### src/design/assert_macros.svh
// Assertion macros used by the top level of the warp accumulator.
`ifndef ASSERT_MACROS_SVH
`define ASSERT_MACROS_SVH

`ifndef NO_ASSERTIONS

// Property that must hold at every clock edge outside reset.
`define ASSERT_IMPL(lbl, clk, rst_n, prop) \
    lbl: assert property (@(posedge clk) disable iff (!rst_n) prop) \
        else $error("assertion failed");

// Condition that must never be seen outside reset.
`define ASSERT_NEVER(lbl, clk, rst_n, cond) \
    lbl: assert property (@(posedge clk) disable iff (!rst_n) !(cond)) \
        else $error("forbidden condition seen");

`else

`define ASSERT_IMPL(lbl, clk, rst_n, prop)
`define ASSERT_NEVER(lbl, clk, rst_n, cond)

`endif

`endif

### src/design/ewa_pkg.sv
// Shared types and constants of the event motion warp accumulator.
package ewa_pkg;

    // Default store geometry and counter width.
    localparam int MAX_WIDTH_DEF  = 256;
    localparam int MAX_HEIGHT_DEF = 256;
    localparam int COUNT_BITS_DEF = 16;

    // Command codes of an input beat.
    localparam logic [1:0] CMD_WRITE = 2'd0;
    localparam logic [1:0] CMD_EVENT = 2'd1;
    localparam logic [1:0] CMD_READ  = 2'd2;

    // Configuration register indexes.
    localparam logic [1:0] CFG_REF_TIME = 2'd0;
    localparam logic [1:0] CFG_WIDTH    = 2'd1;
    localparam logic [1:0] CFG_HEIGHT   = 2'd2;

    // Configuration reset values.
    localparam logic [31:0] REF_TIME_RESET = 32'd0;
    localparam logic [8:0]  WIDTH_RESET    = 9'd240;
    localparam logic [8:0]  HEIGHT_RESET   = 9'd180;

    // Offset rounding: round(|p| / 256000), done as (|p| + 128000) >> 8, then / 1000.
    localparam int ROUND_HALF = 128000;
    localparam int PRE_SHIFT  = 8;
    // Quotients at or above 2^17 saturate and land outside the image anyway.
    localparam int QUOT_CLAMP = 131072000;
    localparam int V_W        = 27;
    localparam int Q_W        = 18;
    // Reciprocal of 1000, exact for every dividend below 2^27.
    localparam int RECIP_SHIFT = 37;
    localparam int RECIP_W     = 28;
    localparam logic [RECIP_W-1:0] RECIP_K =
        RECIP_W'(((64'd1 << RECIP_SHIFT) + 64'd999) / 64'd1000);

    // Result of the warp unit.
    typedef struct packed {
        logic signed [15:0] warped_x;
        logic signed [15:0] warped_y;
        logic               in_bounds;
    } t_warp_res;

endpackage

### src/design/ewa_warp.sv
// Four-stage warp unit: time scaling, rounding, division by 1000, and bounds test.
module ewa_warp #(
    parameter int MAX_WIDTH  = ewa_pkg::MAX_WIDTH_DEF,
    parameter int MAX_HEIGHT = ewa_pkg::MAX_HEIGHT_DEF
) (
    input  logic                 i_clk,
    input  logic                 i_rst_n,
    input  logic                 i_start,
    input  logic [31:0]          i_flow,
    input  logic [31:0]          i_ref_time,
    input  logic [31:0]          i_event_time,
    input  logic [7:0]           i_pixel_x,
    input  logic [7:0]           i_pixel_y,
    input  logic [8:0]           i_width,
    input  logic [8:0]           i_height,
    output logic                 o_valid,
    output ewa_pkg::t_warp_res   o_res,
    output logic [$clog2(MAX_WIDTH*MAX_HEIGHT)-1:0] o_dst_addr
);

    localparam int ADDR_W = $clog2(MAX_WIDTH * MAX_HEIGHT);
    localparam int V_W    = ewa_pkg::V_W;
    localparam int Q_W    = ewa_pkg::Q_W;

    // Magnitude rounded at the binary step and clamped where saturation is certain.
    function automatic logic [V_W-1:0] scaled_mag(input logic signed [48:0] p);
        logic [47:0] mag;
        logic [48:0] m;
        logic [40:0] v;
        mag = p[48] ? 48'(-p) : 48'(p);
        m   = {1'b0, mag} + 49'(ewa_pkg::ROUND_HALF);
        v   = m[48:ewa_pkg::PRE_SHIFT];
        return (v >= 41'(ewa_pkg::QUOT_CLAMP)) ? V_W'(ewa_pkg::QUOT_CLAMP) : v[V_W-1:0];
    endfunction

    // Pixel plus signed offset.
    function automatic logic signed [19:0] warp_pos(input logic [7:0] pix,
                                                    input logic [Q_W-1:0] q,
                                                    input logic neg);
        logic signed [19:0] off;
        off = signed'(20'(q));
        if (neg) begin
            off = -off;
        end
        return signed'(20'(pix)) + off;
    endfunction

    // Clamp to the signed 16-bit range.
    function automatic logic signed [15:0] sat16(input logic signed [19:0] v);
        logic signed [15:0] s;
        if (v > 20'sd32767) begin
            s = 16'sh7FFF;
        end else if (v < -20'sd32768) begin
            s = 16'sh8000;
        end else begin
            s = v[15:0];
        end
        return s;
    endfunction

    logic                 r_v1, r_v2, r_v3, r_v4;
    logic signed [48:0]   r_prod_x, r_prod_y;
    logic [V_W-1:0]       r_mag_x, r_mag_y;
    logic                 r_neg2_x, r_neg2_y;
    logic [Q_W-1:0]       r_q_x, r_q_y;
    logic                 r_neg3_x, r_neg3_y;
    ewa_pkg::t_warp_res   r_res;
    logic [ADDR_W-1:0]    r_dst;

    logic signed [32:0]   dt;
    logic signed [48:0]   prod_x, prod_y;
    logic [V_W+ewa_pkg::RECIP_W-1:0] recip_x, recip_y;
    logic signed [19:0]   pos_x, pos_y;
    logic                 in_x, in_y;

    // Stage one: time difference times flow, one multiplier per axis.
    assign dt     = signed'({1'b0, i_ref_time}) - signed'({1'b0, i_event_time});
    assign prod_x = dt * signed'(i_flow[15:0]);
    assign prod_y = dt * signed'(i_flow[31:16]);

    // Stage three: division by 1000 through the reciprocal.
    assign recip_x = r_mag_x * ewa_pkg::RECIP_K;
    assign recip_y = r_mag_y * ewa_pkg::RECIP_K;

    // Stage four: warped position and bounds against the image in use.
    assign pos_x = warp_pos(i_pixel_x, r_q_x, r_neg3_x);
    assign pos_y = warp_pos(i_pixel_y, r_q_y, r_neg3_y);
    assign in_x  = !pos_x[19] && (pos_x[18:0] < 19'(i_width)) && (pos_x[18:0] < 19'(MAX_WIDTH));
    assign in_y  = !pos_y[19] && (pos_y[18:0] < 19'(i_height))
                   && (pos_y[18:0] < 19'(MAX_HEIGHT));

    // Stage valid bits.
    always_ff @(posedge i_clk) begin
        if (!i_rst_n) begin
            r_v1 <= 1'b0;
            r_v2 <= 1'b0;
            r_v3 <= 1'b0;
            r_v4 <= 1'b0;
        end else begin
            r_v1 <= i_start;
            r_v2 <= r_v1;
            r_v3 <= r_v2;
            r_v4 <= r_v3;
        end
    end

    // Stage data registers.
    always_ff @(posedge i_clk) begin
        if (i_start) begin
            r_prod_x <= prod_x;
            r_prod_y <= prod_y;
        end
        if (r_v1) begin
            r_mag_x  <= scaled_mag(r_prod_x);
            r_mag_y  <= scaled_mag(r_prod_y);
            r_neg2_x <= r_prod_x[48];
            r_neg2_y <= r_prod_y[48];
        end
        if (r_v2) begin
            r_q_x    <= recip_x[ewa_pkg::RECIP_SHIFT +: Q_W];
            r_q_y    <= recip_y[ewa_pkg::RECIP_SHIFT +: Q_W];
            r_neg3_x <= r_neg2_x;
            r_neg3_y <= r_neg2_y;
        end
        if (r_v3) begin
            r_res.warped_x  <= sat16(pos_x);
            r_res.warped_y  <= sat16(pos_y);
            r_res.in_bounds <= in_x && in_y;
            r_dst <= ADDR_W'(32'(pos_y[12:0]) * 32'(MAX_WIDTH) + 32'(pos_x[12:0]));
        end
    end

    assign o_valid    = r_v4;
    assign o_res      = r_res;
    assign o_dst_addr = r_dst;

endmodule
### config.mk
export PLATFORM = sky130hd
export DESIGN_NAME = ewa_warp
export DESIGN_NICKNAME = d
export VERILOG_FILES = /design/src/design/assert_macros.svh /design/src/design/ewa_pkg.sv /design/src/design/ewa_warp.sv
export SDC_FILE = /design/constraint.sdc
export NUM_CORES = 2
export LEC_CHECK = 0
export BUFFER_PORTS_ARGS = -buffer_cell sky130_fd_sc_hd__buf_2
export CORE_MARGIN = 3
export CORE_UTILIZATION = 40
export DETAILED_ROUTE_END_ITERATION = 10
export GPL_TIMING_DRIVEN = 0
export PLACE_DENSITY = 0.51
export SLEW_MARGIN = 10
export SYNTH_ARGS = -nofsm -noshare
export SYNTH_HDL_FRONTEND = slang
export SYNTH_SLANG_ARGS = --single-unit
### constraint.sdc
create_clock -name i_clk -period 29.2 [get_ports i_clk]
set_input_delay 5.84 -clock i_clk [delete_from_list [all_inputs] [get_ports i_clk]]
set_output_delay 5.84 -clock i_clk [all_outputs]
set_load 0.005 [all_outputs]
==> results.py <==
metrics = {
    "detailed_routing": {
        "drt-total-wl_um": 218300,
        "viasPerCell": 5.110,
        "ant_nets": 0,
        "drc": 0,
        "avgRoutedWirePerCell_um": 20.68,
        "vias": 53930,
        "drt_iter0_drc": 3086,
        "dr.pass1.iters": 5,
    },
    "floorplanning": {
        "die_h_um": 435.2,
        "core-area_sq_um": 181900,
        "initial_core_util": 0.4050,
        "row_count": 156,
        "ios": 183,
        "chipWidth_um": 435.2,
        "die-area_sq_um": 189400,
    },
    "critical_path": {
        "critical_path.max_stage_delay_ps": 760,
        "crit_start": "i_event_time[4]",
        "worst_path_max_delay_cell": "ha_1",
        "cp.required_ps": 29500,
        "path_common_cell": "fa_1",
        "crit_family": "compound AO/OA/AOI/OAI gates",
        "arrival_ps": 17420,
        "r2r_slack_ps": 20230,
        "crit_path_end_kind": "flop",
        "critPathKind": "in2reg",
        "worst-path-stages": 36,
        "critPathCapture": "r_prod_x[48]",
        "crit_path_start_kind": "primary input",
        "timing.rr.end": "r_mag_x[18]",
        "worstPathMaxFanout": 10,
        "r2r_start": "r_prod_x[48]",
        "cp_num_buf_inv": 8,
        "r2r_cells": 20,
    },
    "synth": {
        "synthArstFlopShare": 0,
        "syn-num-nets": 10310,
        "syn_avg_cell_area_sq_um": 9.391,
        "synth.top_cell.area_share": 0.3950,
        "yosys-top-cells-area": "fa_1 40%, ha_1 15%, inv_1 10%",
        "synth_warnings": 0,
        "synth_ff_type": "edfxtp_1",
        "synth_cells": 7846,
        "ys_ff_latch": 245,
        "seq_area_frac_synth": 0.09930,
        "synth_top_cell_by_area": "fa_1",
        "netlist_area_sq_um": 73680,
        "synth_cell_type_count": 89,
        "synth_edf_count": 241,
    },
    "timing": {
        "max_slew_margin": 0.1525,
        "slew_viol_final": 0,
        "hold_viol_final": 0,
        "finalSetupViolCount": 0,
        "timing.fmax_mhz": 58.39,
        "fin_crit_ps": 17130,
        "tightest_slew_ps": 1262,
        "finalCritPeriodShare": 0.5865,
        "fin_tns_setup_ps": 0,
        "rsz0062_at_grt": "no",
        "skew_ps": 34.19,
    },
    "global_routing": {
        "antenna_found_initial": 17,
        "grt_pass1_wl_um": 341100,
        "overflow": 0,
        "grt_usage": 0.2348,
        "first_global_vias": 58020,
        "grt_max_degree": 78,
    },
    "outcome": {
        "status": "complete, no violations",
    },
    "cts": {
        "h-tree-depth": 2,
        "cts.sink_count": 245,
        "path_clk_slew_ps": 60,
        "cts_buffers": 34,
        "clockBufferDepth": 3,
        "root_buffer": "clkbuf_16",
        "clock_latency_ps": 600,
        "cts_resized": 0,
        "cts_tree": "done",
        "post_cts_buffers": 0,
        "hold_buffers": 0,
    },
    "cells_and_area": {
        "drive_gt1_frac": 0.03942,
        "final.fill_count": 18270,
        "area_growth_syn_to_layout_pct": 7.028,
        "final_nets": 10540,
    },
    "placement": {
        "port_buffers": 181,
        "dp_hpwl_um": 187100,
        "routabilityCongestion": 0.9316,
    },
    "min_path": {
        "worstHoldPathType": "reg2reg",
    },
    "flow_run": {
        "drv_cap": 0,
    },
}
-- Yosys cell counts, drive strengths merged, types with 27 or more instances --
library cell	count
xnor2	207
nand2	768
nor3	101
a21oi	168
fa	1454
xor2	119
nand3	63
o21a	32
edfxtp	241
and2	359
nand2b	71
o41ai	29
or4	27
ha	881
or3	46
inv	1974
nor2	224
clkbuf	260
o31ai	36
o21ai	159
nand4	34
a21o	110
nor2b	89
-- through the flow --
stage / setup WS, ps / instance area [sq um] / hold WS (ps) / std cells / util
after floorplan: 14550 / 73680 / 400.3 / 7846 / -
after global placement: 9059 / 77650 / 413.4 / 10480 / 0.4269
after detailed placement: 11490 / 77810 / 436.9 / 10480 / 0.4277
after CTS: 12100 / 78830 / 430.6 / 10540 / 0.4334
after global routing: 11540 / 78840 / 436.2 / 10550 / 0.4334
final: 12070 / 78860 / 428.7 / 10550 / 0.4335
-- cell families (layout without fill, tap and decap cells) --
family	Yosys count	after routing	synth area share
adders and majority gates	2336	2336	0.5448
buffers and inverters	2248	2495	0.1151
and+or+nand+nor	1905	1905	0.1293
AOI/OAI and AO/OA	765	765	0.06972
xor gates and xnor gates	326	326	0.03875
DFF	245	245	0.09930
muxes	21	21	0.002989
other	0	12	0
-- how the worst min path moves through the flow --
stage,cells after the start,end,slack (ps),from
final,0,r_neg3_y,430,r_neg2_y
after global routing,0,r_neg3_y,440,r_neg2_y
after CTS,0,r_neg3_y,430,r_neg2_y
after detailed placement,0,r_neg3_y,440,r_neg2_y
after global placement,0,r_neg3_x,410,r_neg2_x
after floorplan,0,r_neg3_x,400,r_neg2_x
-- routing by layer --
metal,GRT usage,share of wire,wire length (um),vias up
li1,-,-,-,24690
met1,0.3094,0.42,92750,27450
met2,0.3941,0.48,103700,1484
met3,0.03373,0.059,12890,303
met4,0.08345,0.041,8925,4
met5,0,0.00011,25,-
-- worst reg2reg max path: stages, from the launching register on --
cell       delay, ps
edfxtp_1         630
clkbuf_1         540
clkbuf_1         530
clkbuf_1         500
clkbuf_1         560
buf_1            520
clkbuf_1         450
nand2_1          130
xnor2_1          320
ha_1             220
clkbuf_1         290
nor3b_1           90
mux2_2           320
a21o_1           190
a2111oi_0        720
nand3_1          400
or4_4            540
or4_1            480
nor2_1           170
o21ai_2          210
nor4_1           820
-- sequential cells by signal, indices dropped and copies added, names as in the netlist --
register	count
r_neg3_y	1
r_v3	1
r_q_x	18
r_v2	1
r_mag_y	27
o_res	33
r_prod_x	49
r_mag_x	27
o_valid	1
r_v1	1
r_q_y	18
r_neg2_y	1
r_neg2_x	1
o_dst_addr	16
r_neg3_x	1
r_prod_y	49
-- layout by cell type (no fill, tap or decap), types with 22 or more instances in the layout --
cell type,netlist,final
o21ai_0,156,155
nand2_1,768,768
inv_1,1974,1974
nor2b_1,89,89
and3_1,26,26
and2_1,358,358
buf_2,6,186
nand4_1,34,34
a21oi_1,168,168
a21o_1,110,110
a31oi_1,23,23
nor4_1,22,22
or3_1,45,45
edfxtp_1,241,241
clkbuf_1,260,267
xnor2_1,207,205
fa_1,1454,1454
nand3_1,63,63
xor2_1,119,119
o21a_1,32,32
o31ai_1,36,36
nor3_1,81,81
a211oi_1,26,26
ha_1,881,881
o21bai_1,24,24
nor2_1,224,224
clkbuf_16,0,34
nand2b_1,71,71
or4_1,24,24
o41ai_1,27,26
-- area by class of cell --
class                   instances  area [sq um]  share of cell area
clock buffers                  41         877.1             0.01112
plain buffers                 274          1074             0.01361
repair buffers                187          1021             0.01295
flip-flops and latches        245          7323             0.09286
diodes                         12         30.03           0.0003808
multi-input cells            5353         57920              0.7344
clock inverters                19         147.6            0.001872
inverters                    1974          7410             0.09396
well taps                    2449          3064             0.03885
Power is left out: the tool's default activity adds up to more than one toggle a clock period on the data nets, which glitch-free logic cannot reach.
